==> src/rtl/core/fbtm_pkg.sv <==
// ----------------------------------------------------------------------------
// fbtm_pkg
// Types and constants of the filter-bank template matcher.
// ----------------------------------------------------------------------------
package fbtm_pkg;

	localparam int NUM_CLASSES_DEF = 4;
	localparam int MAX_SAMPLES_DEF = 255;

	localparam int NUM_BANDS   = 4;
	localparam int BAND_W      = 8;
	localparam int SUM_W       = 16;
	localparam int CNT_W       = 8;
	localparam int TOL_W       = 16;
	localparam int IN_TDATA_W  = 40;
	localparam int OUT_TDATA_W = 8;

	localparam logic [TOL_W-1:0] TOL_RESET = 16'd3264;

	localparam logic REQ_TRAIN = 1'b0;
	localparam logic REQ_QUERY = 1'b1;

	localparam logic [1:0] STATUS_SINGLE = 2'd0;
	localparam logic [1:0] STATUS_NONE   = 2'd1;
	localparam logic [1:0] STATUS_MULTI  = 2'd2;

	typedef enum logic [2:0] {
		ST_IDLE,
		ST_TRAIN_RD,
		ST_TRAIN_WR,
		ST_QUERY_DIV,
		ST_CLASS_RD,
		ST_CLASS_DIV,
		ST_CLASS_CMP,
		ST_EMIT
	} state_t;

endpackage

==> src/rtl/core/filter_bank_template_matcher.sv <==
// ----------------------------------------------------------------------------
// filter_bank_template_matcher
// Streams in band samples. A training request (tuser 0) adds one sample to
// a class template; a query request (tuser 1) adds to the query, and tlast on
// a query runs the match. Training reads and then writes the template row;
// a non-last query leaves the sequencer idle. The match uses one shared
// divider that forms every 8.8 mean, integer byte then fraction byte, eight
// quotient bits a cycle, and a compare step per class band; s_axis_tready is
// low meanwhile. The result sits in an output register; while the receiver
// stalls the next match waits only for that register to free. Reset clears
// counts and the query at once (template rows read as zero while their count
// is 0) and loads the tolerance with 3264. cfg_wr_en writes the tolerance.
// ----------------------------------------------------------------------------
module filter_bank_template_matcher #(
	parameter int NUM_CLASSES = fbtm_pkg::NUM_CLASSES_DEF,
	parameter int MAX_SAMPLES = fbtm_pkg::MAX_SAMPLES_DEF
) (
	input  logic                               clk,
	input  logic                               arst_n,
	input  logic                               cfg_wr_en,
	input  logic [fbtm_pkg::TOL_W-1:0]         cfg_wr_data,
	input  logic                               s_axis_tvalid,
	output logic                               s_axis_tready,
	// class_index[1:0], band_0[9:2], band_1[17:10], band_2[25:18],
	// band_3[33:26], zero fill
	input  logic [fbtm_pkg::IN_TDATA_W-1:0]    s_axis_tdata,
	// req_type
	input  logic                               s_axis_tuser,
	// last_of_query
	input  logic                               s_axis_tlast,
	output logic                               m_axis_tvalid,
	input  logic                               m_axis_tready,
	// matched_class[1:0], zero fill
	output logic [fbtm_pkg::OUT_TDATA_W-1:0]   m_axis_tdata,
	// match_status[1:0]
	output logic [1:0]                         m_axis_tuser
);

	localparam int CW     = (NUM_CLASSES > 1) ? $clog2(NUM_CLASSES) : 1;
	localparam int NB     = fbtm_pkg::NUM_BANDS;
	localparam int SW     = fbtm_pkg::SUM_W;
	localparam int BW     = fbtm_pkg::BAND_W;
	localparam int ROW_W  = NB * SW;
	localparam logic [CW-1:0] LAST_C = CW'(NUM_CLASSES - 1);
	localparam logic [fbtm_pkg::CNT_W-1:0] MAX_CNT = fbtm_pkg::CNT_W'(MAX_SAMPLES);
	localparam logic [1:0] LAST_B = 2'(NB - 1);

	// eight restoring divide steps: returns {remainder, quotient byte}
	function automatic logic [15:0] div_step8(input logic [7:0] rem_in,
		input logic [7:0] bits, input logic [7:0] den);
		logic [8:0] t;
		logic [7:0] r;
		logic [7:0] q;
		r = rem_in;
		q = '0;
		for (int i = 7; i >= 0; i--) begin
			t = {r, bits[i]};
			if (t >= {1'b0, den}) begin
				t = t - {1'b0, den};
				q[i] = 1'b1;
			end
			r = t[7:0];
		end
		return {r, q};
	endfunction

	fbtm_pkg::state_t state_q, state_d;

	logic [fbtm_pkg::TOL_W-1:0]  tol_q;
	logic [1:0]                  band_q;
	logic                        phase_q;
	logic [CW-1:0]               cls_q;
	logic [CW-1:0]               c_q;
	logic [BW-1:0]               band_in_q [NB];
	logic [SW-1:0]               qsum_q [NB];
	logic [fbtm_pkg::CNT_W-1:0]  qcnt_q;
	logic [fbtm_pkg::CNT_W-1:0]  cnt_q [NUM_CLASSES];
	logic [ROW_W-1:0]            tmpl_mem [NUM_CLASSES];
	logic [ROW_W-1:0]            rd_q;
	logic [7:0]                  qhi_q;
	logic [7:0]                  rem_q;
	logic [SW-1:0]               qmean_q [NB];
	logic [SW-1:0]               mean_q;
	logic                        ok_q;
	logic                        any_q;
	logic                        multi_q;
	logic [CW-1:0]               first_q;
	logic                        out_valid_q;
	logic [1:0]                  out_status_q;
	logic [1:0]                  out_class_q;

	logic                        in_fire;
	logic [1:0]                  in_class;
	logic [BW-1:0]               in_band [NB];
	logic                        in_cls_ok;
	logic [CW-1:0]               cnt_addr;
	logic [fbtm_pkg::CNT_W-1:0]  cnt_sel;
	logic [SW-1:0]               div_sum;
	logic [7:0]                  div_den;
	logic [15:0]                 div_out;
	logic [SW-1:0]               mean_full;
	logic                        band_ok;
	logic                        class_ok;
	logic                        out_free;
	logic [ROW_W-1:0]            wr_row;

	// control outputs of the sequencer
	logic rd_en, wr_en, emit;

	assign in_class = s_axis_tdata[1:0];
	always_comb begin
		for (int b = 0; b < NB; b++) begin
			in_band[b] = s_axis_tdata[2 + b*BW +: BW];
		end
	end
	assign in_cls_ok = ({30'd0, in_class} < 32'(NUM_CLASSES));
	assign in_fire   = s_axis_tvalid && s_axis_tready;
	assign out_free  = !out_valid_q || m_axis_tready;

	assign cnt_addr = (state_q == fbtm_pkg::ST_TRAIN_RD || state_q == fbtm_pkg::ST_TRAIN_WR)
		? cls_q : c_q;
	assign cnt_sel  = cnt_q[cnt_addr];

	// shared divider operands
	assign div_sum = (state_q == fbtm_pkg::ST_QUERY_DIV) ? qsum_q[band_q]
		: rd_q[band_q*SW +: SW];
	assign div_den = (state_q == fbtm_pkg::ST_QUERY_DIV) ? qcnt_q : cnt_sel;
	assign div_out = div_step8(phase_q ? rem_q : div_sum[15:8],
		phase_q ? 8'd0 : div_sum[7:0], div_den);
	assign mean_full = (div_den == '0) ? '0 : {qhi_q, div_out[7:0]};

	assign band_ok  = (mean_q >= qmean_q[band_q]) ? ((mean_q - qmean_q[band_q]) <= tol_q)
		: ((qmean_q[band_q] - mean_q) <= tol_q);
	assign class_ok = ok_q && band_ok;

	always_comb begin
		for (int b = 0; b < NB; b++) begin
			wr_row[b*SW +: SW] = ((cnt_sel == '0) ? SW'(0) : rd_q[b*SW +: SW])
				+ {{(SW-BW){1'b0}}, band_in_q[b]};
		end
	end

	// next state
	always_comb begin
		state_d = state_q;
		unique case (state_q)
			fbtm_pkg::ST_IDLE: begin
				if (in_fire) begin
					if (s_axis_tuser == fbtm_pkg::REQ_TRAIN) begin
						if (in_cls_ok) begin
							state_d = fbtm_pkg::ST_TRAIN_RD;
						end
					end else if (s_axis_tlast) begin
						state_d = fbtm_pkg::ST_QUERY_DIV;
					end
				end
			end
			fbtm_pkg::ST_TRAIN_RD:  state_d = fbtm_pkg::ST_TRAIN_WR;
			fbtm_pkg::ST_TRAIN_WR:  state_d = fbtm_pkg::ST_IDLE;
			fbtm_pkg::ST_QUERY_DIV: begin
				if (phase_q && band_q == LAST_B) begin
					state_d = fbtm_pkg::ST_CLASS_RD;
				end
			end
			fbtm_pkg::ST_CLASS_RD: begin
				if (cnt_sel != '0) begin
					state_d = fbtm_pkg::ST_CLASS_DIV;
				end else if (c_q == LAST_C) begin
					state_d = fbtm_pkg::ST_EMIT;
				end
			end
			fbtm_pkg::ST_CLASS_DIV: begin
				if (phase_q) begin
					state_d = fbtm_pkg::ST_CLASS_CMP;
				end
			end
			fbtm_pkg::ST_CLASS_CMP: begin
				if (band_q != LAST_B) begin
					state_d = fbtm_pkg::ST_CLASS_DIV;
				end else if (c_q == LAST_C) begin
					state_d = fbtm_pkg::ST_EMIT;
				end else begin
					state_d = fbtm_pkg::ST_CLASS_RD;
				end
			end
			fbtm_pkg::ST_EMIT: begin
				if (out_free) begin
					state_d = fbtm_pkg::ST_IDLE;
				end
			end
			default: state_d = fbtm_pkg::ST_IDLE;
		endcase
	end

	// sequencer outputs
	always_comb begin
		s_axis_tready = 1'b0;
		rd_en         = 1'b0;
		wr_en         = 1'b0;
		emit          = 1'b0;
		unique case (state_q)
			fbtm_pkg::ST_IDLE:      s_axis_tready = 1'b1;
			fbtm_pkg::ST_TRAIN_RD:  rd_en = 1'b1;
			fbtm_pkg::ST_TRAIN_WR:  wr_en = (cnt_sel < MAX_CNT);
			fbtm_pkg::ST_QUERY_DIV: ;
			fbtm_pkg::ST_CLASS_RD:  rd_en = 1'b1;
			fbtm_pkg::ST_CLASS_DIV: ;
			fbtm_pkg::ST_CLASS_CMP: ;
			fbtm_pkg::ST_EMIT:      emit = out_free;
			default: ;
		endcase
	end

	// template memory, one row of band sums per class
	always_ff @(posedge clk) begin
		if (wr_en) begin
			tmpl_mem[cls_q] <= wr_row;
		end
		if (rd_en) begin
			rd_q <= tmpl_mem[cnt_addr];
		end
	end

	// payload registers
	always_ff @(posedge clk) begin
		if (in_fire) begin
			cls_q <= CW'(in_class);
			for (int b = 0; b < NB; b++) begin
				band_in_q[b] <= in_band[b];
			end
		end
		if (!phase_q) begin
			qhi_q <= div_out[7:0];
		end
		rem_q <= div_out[15:8];
		if (state_q == fbtm_pkg::ST_QUERY_DIV && phase_q) begin
			qmean_q[band_q] <= mean_full;
		end
		if (state_q == fbtm_pkg::ST_CLASS_DIV && phase_q) begin
			mean_q <= mean_full;
		end
		if (emit) begin
			out_status_q <= any_q ? (multi_q ? fbtm_pkg::STATUS_MULTI : fbtm_pkg::STATUS_SINGLE)
				: fbtm_pkg::STATUS_NONE;
			out_class_q  <= (any_q && !multi_q) ? 2'(first_q) : 2'd0;
		end
	end

	// control state, reset asynchronously
	always_ff @(posedge clk or negedge arst_n) begin
		if (!arst_n) begin
			state_q     <= fbtm_pkg::ST_IDLE;
			tol_q       <= fbtm_pkg::TOL_RESET;
			band_q      <= '0;
			phase_q     <= 1'b0;
			c_q         <= '0;
			qcnt_q      <= '0;
			ok_q        <= 1'b0;
			any_q       <= 1'b0;
			multi_q     <= 1'b0;
			first_q     <= '0;
			out_valid_q <= 1'b0;
			for (int b = 0; b < NB; b++) begin
				qsum_q[b] <= '0;
			end
			for (int c = 0; c < NUM_CLASSES; c++) begin
				cnt_q[c] <= '0;
			end
		end else begin
			state_q <= state_d;
			if (cfg_wr_en) begin
				tol_q <= cfg_wr_data;
			end

			if (in_fire && s_axis_tuser == fbtm_pkg::REQ_QUERY) begin
				if (qcnt_q < MAX_CNT) begin
					for (int b = 0; b < NB; b++) begin
						qsum_q[b] <= qsum_q[b] + {{(SW-BW){1'b0}}, in_band[b]};
					end
					qcnt_q <= qcnt_q + 1'b1;
				end
				band_q  <= '0;
				phase_q <= 1'b0;
				c_q     <= '0;
				any_q   <= 1'b0;
				multi_q <= 1'b0;
			end

			if (wr_en) begin
				cnt_q[cls_q] <= cnt_sel + 1'b1;
			end

			unique case (state_q)
				fbtm_pkg::ST_QUERY_DIV: begin
					phase_q <= !phase_q;
					if (phase_q) begin
						band_q <= band_q + 1'b1;
					end
				end
				fbtm_pkg::ST_CLASS_RD: begin
					band_q  <= '0;
					phase_q <= 1'b0;
					ok_q    <= 1'b1;
					if (cnt_sel == '0 && c_q != LAST_C) begin
						c_q <= c_q + 1'b1;
					end
				end
				fbtm_pkg::ST_CLASS_DIV: phase_q <= !phase_q;
				fbtm_pkg::ST_CLASS_CMP: begin
					ok_q <= class_ok;
					if (band_q == LAST_B) begin
						if (class_ok) begin
							if (!any_q) begin
								first_q <= c_q;
							end else begin
								multi_q <= 1'b1;
							end
							any_q <= 1'b1;
						end
						if (c_q != LAST_C) begin
							c_q <= c_q + 1'b1;
						end
					end else begin
						band_q <= band_q + 1'b1;
					end
				end
				default: ;
			endcase

			if (emit) begin
				out_valid_q <= 1'b1;
				qcnt_q      <= '0;
				for (int b = 0; b < NB; b++) begin
					qsum_q[b] <= '0;
				end
			end else if (m_axis_tready) begin
				out_valid_q <= 1'b0;
			end
		end
	end

	assign m_axis_tvalid = out_valid_q;
	assign m_axis_tdata  = {{(fbtm_pkg::OUT_TDATA_W-2){1'b0}}, out_class_q};
	assign m_axis_tuser  = out_status_q;

endmodule

==> config.mk <==
export PLATFORM = sky130hd
export DESIGN_NAME = filter_bank_template_matcher
export DESIGN_NICKNAME = d
export VERILOG_FILES = /design/src/rtl/core/fbtm_pkg.sv /design/src/rtl/core/filter_bank_template_matcher.sv
export SDC_FILE = /design/constraint.sdc
export NUM_CORES = 1
export LEC_CHECK = 0
export BUFFER_PORTS_ARGS = -buffer_cell sky130_fd_sc_hd__buf_2
export CAP_MARGIN = 25
export CORE_UTILIZATION = 30
export DETAILED_ROUTE_END_ITERATION = 12
export GPL_ROUTABILITY_DRIVEN = 0
export HOLD_SLACK_MARGIN = 0.03
export PLACE_DENSITY = 0.48
export SETUP_SLACK_MARGIN = 0.3
export SYNTH_ARGS = -nofsm -noshare
export SYNTH_HDL_FRONTEND = slang
export SYNTH_SLANG_ARGS = --single-unit
==> constraint.sdc <==
create_clock -name clk -period 21.8 [get_ports clk]
set_input_delay 3.27 -clock clk [delete_from_list [all_inputs] [get_ports clk]]
set_output_delay 3.27 -clock clk [all_outputs]
set_load 0.1 [all_outputs]
==> results of run 1 <==
==> synth_stat cells (all sizes together), types with 4 or more instances <==
library cell  number
edfxtp           446
ha               198
inv              148
nor2             138
a21oi            137
nand2            133
dfrtp            130
o21ai            126
mux4             120
xnor2             97
nand3             81
xor2              80
a21o              61
clkbuf            52
mux2              46
o21bai            42
and2              41
nor2b             38
buf               33
mux2i             32
and3              28
nand2b            24
nand4             23
fa                18
nor3              16
or3               10
dfxtp              8
o21a               8
a21boi             7
a31oi              7
nor4               6
nor3b              5
o31a               5
a2111oi            4
a221o              4
dfstp              4
o2111a             4
o211a              4
==> layout make-up <==
| type | instances | area (um^2) | share of cell area, % |
|---|---|---|---|
| inverter | 148 | 558 | 1.55 |
| clock inverter | 31 | 323 | 0.898 |
| antenna | 2 | 5.00 | 0.0139 |
| tap | 1380 | 1730 | 4.81 |
| timing repair buffer | 130 | 910 | 2.53 |
| clock buffer | 90 | 1860 | 5.17 |
| multi-input combinational | 1581 | 13600 | 38.0 |
| sequential | 588 | 16900 | 47.1 |
==> sequential cells by signal (all words and copies together), names as in the netlist, 3 cells and up <==
signal / count
tmpl_mem: 256
qmean_q: 64
qsum_q: 64
rd_q: 64
band_in_q: 32
cnt_q: 32
mean_q: 16
tol_q: 16
qcnt_q: 8
qhi_q: 8
rem_q: 8
state_q: 3
==> worst max-delay path: cells and delay by family, from the launching register on <==
family	cells	cell delay, ps
xor+xnor	1	160
buf+inv	10	1140
compound gates	48	9380
fa+ha+maj	8	2190
mux	9	3000
flops	1	390
simple gates	20	3330
==> per-layer routing <==
metal	global-route usage [%]	vias up	part of all wire, %
met5	0	-	0
met4	3.78	0	1.7
met3	2.16	91	3.7
met2	25.2	368	48
met1	21.1	10052	47
li1	-	9123	-
==> repair_timing <==
action,in CTS,in global routing
resized for setup,0,19
pin swaps,0,3
buffers inserted,3,19
endpoints found under the setup margin,12,14
==> cell families (layout without fill, tap and decap cells) <==
kind of cell	Yosys count	count (layout)	synth area share (%)
AND/OR/NAND/NOR	549	549	8.69
flip-flops	588	588	54.0
XOR/XNOR	177	177	4.95
other	1	8	0.0120
buffers and inverters	233	399	2.98
multiplexers	198	198	11.5
AO/OA/AOI/OAI	435	435	8.73
adder cells (fa/ha/maj)	216	216	9.07
==> final timing paths <==
path	endpoint	slack [ps]	depth (start not counted)
max in group asynchronous	qsum_q[11]	17940	3
min in group asynchronous	tol_q[3]	2620	1
worst min register to register	first_q[0]	500	1
worst max-delay path	mean_q[0]	1870	96
worst max register to register	mean_q[0]	1870	96
worst min-delay path	first_q[0]	500	1
==> stage by stage <==
stage,util (%),hold WS (ps),instance area (um^2),cells
after floorplan,-,471,31300,2402
after global placement,32.3,485,33400,3804
after detailed placement,32.3,487,33400,3804
after CTS,34.4,503,35600,3928
after global routing,34.7,525,35900,3948
final,34.7,501,35900,3950
==> results.md, run 1 <==
* Status: complete, no violations
* Die extent in y at 325 um
* ANT nets after route at 0
* CTS Root Buffer Type: clkbuf_16
* Fillers at 9983
* Reg-to-Reg Start: state_q[0]
* Post-route DRC at 0
* RSZ-0062 raised after global routing: false
* Drt first pass iters at 5
* YS warnings at 0
* CP Data Arrival Time at 20260 ps
* Seq/Total Area, Yosys at 54.0%
* Tmin final at 19930 ps
* CP Class: register to register
* Syn Std Cell Area at 0.0313 mm^2
* Yosys reg bits at 588
* Clock sinks at 588
* Share of cells above drive strength 1 at 17.4%
* Initial Utilization at 30.2%
* Max incr delay on CP at 570 ps
* Clock Latency Late Sink at 610 ps
* Clk_skew at 20.4 ps
* Die area at 0.106 mm^2
* Vias at 19.6k
* Crit Path Max Fanout at 11
* Synth Instances at 2397
* EDFF count, synth at 446
* # Max-Cap Violations at 0
* Startpoint Class: register
* Wire length of the first global-routing pass at 123 mm
* Cts hold-fix bufs at 0
* Synth top area cells: edfxtp_1 (43%), dfrtp_1 (10%), mux4_2 (8.6%)
* Critical Path RT at 22130 ps
* Final period util at 91.4%
* Initial antenna violation count at 2
* Drt initial violations at 1259
* Wire per inst at 20.4 um
* Hold path start: first_q[0]
* Setup crit end kind: register
* Largest net degree at the start of global routing at 78
* Input/output buffers at 62
* WL final at 80.7 mm
* CTS Buf Count at 67
* Setup TNS at 0 ps
* Final Net Count at 2795
* Total Routing Usage GR at 15.3%
* Final worst setup slack at 1870 ps
* Total grt overflow at 0
* H-tree depth at 3
* Commonest non-fill, non-tap cell in the layout: edfxtp_1
* Tightest Pin Transition at 1070 ps
* Reg clk slew, reported paths at 60 ps
* Max Fclk at 0.0502 GHz
* Synth top area share at 42.8%
* Max Slew Vio Count at 0
* Avg Cell Area, Syn at 13.1 um^2
* DP HPWL at 54.8 mm
* Ports at 75
* Distinct cells, synth at 80
* Slew headroom at 27.6%
* Die Wd at 325 um
* Area delta synth->final at 14.8%
* TritonCTS clock tree: yes
* Vias per cell at 4.97
* Post-synth top area cell: edfxtp_1
* Crit path top cell by count: o21ai_0
* Vias in the first global route at 20.3k
* Commonest cells after routing, fill and taps aside: edfxtp_1 (446), ha_1 (198), inv_1 (145)
* CTS Buffer Depth at 3
* CP max stage cell: mux4_2
* Setup WS pre-CTS at 259 ps
* Synth async-reset ratio at 22.8%
* Ys flop type: edfxtp_1
* Crit path launch: state_q[0]
* Final Hold Fails at 0
* Endpoints failing setup at 0
* Row count at 118
* HP Class: register to register
* Core region area at 0.103 mm^2
Power of run 1 is not shown: default switching activity piles up to over one toggle a cycle in this logic, so the estimate is an artifact.
==> run 2: changes to the inputs <==
Settings changed: CORE_UTILIZATION 30 to 27, PLACE_DENSITY 0.48 to 0.45.
==> run 2 against run 1 <==
  * The flow now finishes with violations (design-rule violations)
  * Global-route usage is 1.2 points lower
  * Hold slack gained 3.1 ps
  * Design area rose by 0.57%
  * Final cell count is 3.4% higher
  * Routed wire length increased by 2.0%
  * Die area is 11% higher
  * Non-clock buffer count grew 4
  * Maximum frequency fell by 0.58%
  * Core utilization is 3.2 points lower
  * Register-to-register slack lost 120 ps
  * Count of clock-buffer cells in the layout down 8
  * Worst setup slack got worse by 120 ps
  * Critical path type unchanged
==> results.md, run 2 (synthesis results as in run 1) <==
* Endpoints failing setup at 0 (unchanged)
* DP HPWL at 56.0 mm (was 54.8 mm)
* Clock sinks at 588 (unchanged)
* RSZ-0062 raised after global routing: false (unchanged)
* Max Slew Vio Count at 0 (unchanged)
* Initial antenna violation count at 2 (unchanged)
* # Max-Cap Violations at 0 (unchanged)
* Critical Path RT at 22140 ps (was 22130 ps)
* Status: complete, but fails checks (was complete, no violations)
* CTS Root Buffer Type: clkbuf_16 (unchanged)
* Wire length of the first global-routing pass at 125 mm (was 123 mm)
* Area delta synth->final at 15.5% (was 14.8%)
* Commonest non-fill, non-tap cell in the layout: edfxtp_1 (unchanged)
* Die extent in y at 342 um (was 325 um)
* Crit path top cell by count: o21ai_0 (unchanged)
* Vias per cell at 4.76 (was 4.97)
* Clock Latency Late Sink at 620 ps (was 610 ps)
* Post-route DRC at 10 (was 0)
* CP max stage cell: mux4_2 (unchanged)
* Startpoint Class: register (unchanged)
* Footprint of the multi-input gates at 0.0136 mm^2 (about the same)
* Cell class contributing the biggest share of worst-path delay: compound AO/OA/AOI/OAI gates (unchanged)
* Final period util at 91.9% (was 91.4%)
* Max incr delay on CP at 570 ps (about the same)
* Fillers at 11.4k (was 9983)
* Setup TNS at 0 ps (unchanged)
* Reg clk slew, reported paths at 60 ps (about the same)
* Reg-to-Reg Start: state_q[0] (unchanged)
* Die Wd at 342 um (was 325 um)
* Vias in the first global route at 20.3k (about the same)
* Hold depth at 1 (unchanged)
* CTS Buffer Depth at 3 (unchanged)
* Row count at 124 (was 118)
* Share of cells above drive strength 1 at 17.6% (was 17.4%)
* ANT nets after route at 0 (unchanged)
* Commonest cells after routing, fill and taps aside: edfxtp_1 (446), ha_1 (198), inv_1 (144) (was edfxtp_1 (446), ha_1 (198), inv_1 (145))
* Wire per inst at 20.2 um (was 20.4 um)
* Setup crit end kind: register (unchanged)
* Drt first pass iters at 9 (was 5)
* CP Class: register to register (unchanged)
* Top reg by flops: tmpl_mem (unchanged)
* Ports at 75 (unchanged)
* Drt initial violations at 1175 (was 1259)
* R2r setup slk at 1760 ps (was 1870 ps)
* Tmin final at 20040 ps (was 19930 ps)
* Register-to-Register Path Depth at 97 (was 96)
* Final Net Count at 2801 (was 2795)
* Max Fclk at 0.0499 GHz (was 0.0502 GHz)
* Total grt overflow at 0 (unchanged)
* Hold path start: cnt_q[1] (was first_q[0])
* Reg area at 0.0169 mm^2 (about the same)
* Min-Delay Endpoint: cnt_q[1] (was first_q[0])
* Vias at 19.5k (was 19.6k)
* Failing checks: design-rule violations
* Cts hold-fix bufs at 0 (unchanged)
* CTS Buf Count at 68 (was 67)
* Slew headroom at 34.7% (was 27.6%)
* H-tree depth at 3 (unchanged)
* WL final at 82.3 mm (was 80.7 mm)
* Placed inst area at 0.0336 mm^2 (was 0.0334 mm^2)
* TritonCTS clock tree: yes (unchanged)
* Initial Utilization at 27.3% (was 30.2%)
* Final Hold Fails at 0 (unchanged)
* Max FFs per register at 256 (unchanged)
* Crit Path Max Fanout at 11 (unchanged)
* RR Endpoint: mean_q[0] (unchanged)
* Clk_skew at 25.5 ps (was 20.4 ps)
* Core region area at 0.115 mm^2 (was 0.103 mm^2)
* CP Data Arrival Time at 20390 ps (was 20260 ps)
* HP Class: register to register (unchanged)
* Final cell area excluding filler cells at 0.0361 mm^2 (was 0.0359 mm^2)
* Largest net degree at the start of global routing at 79 (was 78)
* Total Routing Usage GR at 14.1% (was 15.3%)
* Buffers & Inverters on Critical Path at 11 (was 10)
* Input/output buffers at 62 (unchanged)
* Tightest Pin Transition at 980 ps (was 1070 ps)
* Die area at 0.117 mm^2 (was 0.106 mm^2)
-- run 2: cell types whose count changed in the layout (fill, tap and decap cells not counted), moves of 2 or more --
cell,before,now
clkbuf_16,70,68
clkinvlp_4,0,2
clkinv_1,8,13
a21oi_1,130,132
clkbuf_1,17,12
mux2i_1,23,20
buf_4,62,65
a21oi_2,5,3
mux2i_2,4,7
clkinv_2,11,13
-- run 2: repair_timing --
| item | 4_1_cts | 5_1_grt |
|---|---|---|
| endpoints found under the setup margin | 12 | 14 |
| resized for setup | 0 | 24 |
| buffers inserted | 3 | 23 |
| pin swaps | 0 | 2 |
| gates cloned | 0 | 1 |
-- run 2: worst register-to-register path, delay by kind of cell (launching register included) --
family          cells  cell delay, ps
compound gates     49            9620
simple gates       19            3130
mux                 9            3080
fa+ha+maj           8            2160
buf+inv            11            1260
flops               1             390
xor+xnor            1             140
-- run 2: layer usage --
metal,routed length (um),track usage [%],vias to the layer above
met5,27,0,-
li1,-,-,9145
met3,3130,2.11,99
met4,1480,3.39,4
met2,39600,23.3,339
met1,38200,19.2,9878
-- run 2: area by class of cell --
cell class              count  area share, %
multi-input cells        1582           37.8
diodes                      1        0.00692
inverters                 148           1.55
flip-flops and latches    588           46.8
repair buffers            134           2.63
well taps                1512           5.24
clock inverters            39           1.08
clock buffers              82           4.91
-- run 2: stage by stage --
step	std cells	setup WS [ps]	hold slack, ps	util (%)
6_report	4086	1760	504	31.5
5_1_grt	4085	347	532	31.5
4_1_cts	4058	485	506	31.2
3_5_place_dp	3934	272	492	29.3
3_3_place_gp	3934	398	486	29.3
2_1_floorplan	2402	2290	471	-
-- run 2: how the worst max path moves through the flow --
stage	to	startpoint	cells past startpoint	slack, ps
2_1_floorplan	mean_q[0]	state_q[0]	96	2290
3_3_place_gp	mean_q[0]	state_q[1]	94	400
3_5_place_dp	mean_q[0]	state_q[0]	92	270
4_1_cts	qmean_q[0][0]	state_q[0]	94	490
5_1_grt	qmean_q[1][0]	state_q[0]	97	350
6_report	mean_q[0]	state_q[0]	97	1760
Power of run 2 is left out for the same reason.
==> run 3: changes to the inputs <==
Settings changed: PLACE_DENSITY 0.45 to 0.46, SKIP_CTS_REPAIR_TIMING set to 1.
Clock period 21.8 ns to 16.35 ns, I/O delays scaled along.
==> run 3 against run 2 <==
  * The run ends with design-rule violations, negative setup slack left
  * Core utilization increased by 2.5 points
  * Maximum frequency increased by 18%
  * Count of clock-buffer cells in the layout increased by 7
  * Register-to-register slack got worse by 2400 ps
  * Hold slack improved by 1.1 ps
  * Sequential share of layout area decreased by 3.5 points
==> results.md, run 3 (synthesis results as in run 1) <==
* Final Hold Fails at 0 (unchanged)
* Max Fclk at 0.0589 GHz (was 0.0499 GHz)
* Commonest non-fill, non-tap cell in the layout: edfxtp_1 (unchanged)
* Ports at 75 (unchanged)
* CP Data Arrival Time at 17470 ps (was 20390 ps)
* Crit Path Max Fanout at 8 (was 11)
* Initial Utilization at 27.3% (unchanged)
* Die extent in y at 342 um (unchanged)
* Commonest cells after routing, fill and taps aside: edfxtp_1 (446), buf_4 (333), ha_1 (180) (was edfxtp_1 (446), ha_1 (198), inv_1 (144))
* Clk_skew at 29.5 ps (was 25.5 ps)
* Vias in the first global route at 21.7k (was 20.3k)
* Endpoints failing setup at 14 (was 0)
* Status: complete, but fails checks (unchanged)
* WL final at 85.0 mm (was 82.3 mm)
* Hold path start: cnt_q[31] (was cnt_q[1])
* Wire per inst at 19.5 um (was 20.2 um)
* Buffers & Inverters on Critical Path at 12 (was 11)
* Hold depth at 1 (unchanged)
* Vias per cell at 4.71 (was 4.76)
* Wire length of the first global-routing pass at 130 mm (was 125 mm)
* Reg clk slew, reported paths at 60 ps (about the same)
* Tightest Pin Transition at 1050 ps (was 980 ps)
* Core region area at 0.115 mm^2 (unchanged)
* CP max stage cell: mux4_2 (unchanged)
* Input/output buffers at 62 (unchanged)
* Post-route DRC at 3 (was 10)
* Total Routing Usage GR at 14.6% (was 14.1%)
* RSZ-0062 raised after global routing: true (was false)
* ANT nets after route at 0 (unchanged)
* Startpoint Class: register (unchanged)
* Clock Latency Late Sink at 630 ps (was 620 ps)
* Max FFs per register at 256 (unchanged)
* Reg area at 0.0169 mm^2 (about the same)
* CTS Buf Count at 68 (unchanged)
* Reg-to-Reg Start: state_q[0] (unchanged)
* CTS Root Buffer Type: clkbuf_16 (unchanged)
* Area delta synth->final at 24.8% (was 15.5%)
* Setup crit end kind: register (unchanged)
* Tmin final at 16960 ps (was 20040 ps)
* Cell class contributing the biggest share of worst-path delay: compound AO/OA/AOI/OAI gates (unchanged)
* Fillers at 11.2k (was 11.4k)
* HP Class: register to register (unchanged)
* Antenna Cells at 0 (was 1)
* TritonCTS clock tree: yes (unchanged)
* Register-to-Register Path Depth at 93 (was 97)
* Placed inst area at 0.0360 mm^2 (was 0.0336 mm^2)
* Clock sinks at 588 (unchanged)
* Footprint of the multi-input gates at 0.0143 mm^2 (was 0.0136 mm^2)
* H-tree depth at 3 (unchanged)
* Failing checks: design-rule violations, negative setup slack (was design-rule violations)
* Die Wd at 342 um (unchanged)
* Final Net Count at 3083 (was 2801)
* Slew headroom at 29.4% (was 34.7%)
* Final cell area excluding filler cells at 0.0391 mm^2 (was 0.0361 mm^2)
* Max Slew Vio Count at 0 (unchanged)
* CTS Buffer Depth at 3 (unchanged)
* CP Class: register to register (unchanged)
* Final period util at 104% (was 91.9%)
* Total grt overflow at 0 (unchanged)
* Drt initial violations at 1131 (was 1175)
* Final worst setup slack at -614 ps (was 1760 ps)
* Crit path depth at 93 (was 97)
* # Max-Cap Violations at 0 (unchanged)
* Final Util at 34.1% (was 31.5%)
* Max incr delay on CP at 530 ps (was 570 ps)
* Largest net degree at the start of global routing at 70 (was 79)
* Vias at 20.6k (was 19.5k)
* Share of cells above drive strength 1 at 28.7% (was 17.6%)
* DP HPWL at 59.3 mm (was 56.0 mm)
* Row count at 124 (unchanged)
* Die area at 0.117 mm^2 (unchanged)
* Crit path launch: state_q[0] (unchanged)
* Critical Path RT at 16850 ps (was 22140 ps)
* Crit path top cell by count: o21ai_2 (was o21ai_0)
* Top reg by flops: tmpl_mem (unchanged)
* Drt first pass iters at 11 (was 9)
* Initial antenna violation count at 1 (was 2)
[run 3: changes by cell type in the layout (fill, tap and decap cells not counted), moves of 11 or more]
| cell | change |
|---|---|
| ha_4 | +17 |
| mux2i_4 | +11 |
| buf_4 | +268 |
| o21ai_2 | +12 |
| o21ai_0 | -13 |
| ha_1 | -18 |
[run 3: per-layer routing]
layer | up-vias | part of all wire (%) | global-route usage [%]
met5 | - | 0 | 0
met4 | 0 | 2.5 | 3.99
met3 | 134 | 3.0 | 2.13
met2 | 296 | 49 | 24.9
met1 | 10420 | 45 | 19.1
li1 | 9710 | - | -
[run 3: final cells by class]
| class | instances | share of cell area, % |
|---|---|---|
| inverter | 148 | 1.45 |
| multi-input combinational | 1582 | 36.7 |
| clock buffer | 89 | 4.80 |
| clock inverter | 33 | 0.791 |
| timing repair buffer | 416 | 8.09 |
| tap | 1512 | 4.84 |
| sequential | 588 | 43.3 |
[run 3: through the flow]
step | hold WS (ps) | cells | setup WS [ps] | setup TNS, ps
6_report | 505 | 4368 | -614 | -8050
5_1_grt | 519 | 4368 | -1370 | -18740
3_3_place_gp | 486 | 4209 | -1270 | -17420
2_1_floorplan | 471 | 2402 | -1130 | -15280
3_5_place_dp | 496 | 4209 | -1350 | -18520
4_1_cts | 509 | 4331 | -1440 | -19660
[run 3: worst paths after layout]
| path | end | slack, ps |
|---|---|---|
| worst max-delay path | rem_q[1] | -610 |
| worst min register to register | cnt_q[31] | 500 |
| worst min-delay path | cnt_q[31] | 500 |
| min in group asynchronous | m_axis_tvalid | 1800 |
| worst max register to register | rem_q[1] | -610 |
| max in group asynchronous | qcnt_q[3] | 12970 |
Power of run 3 is left out for the same reason.
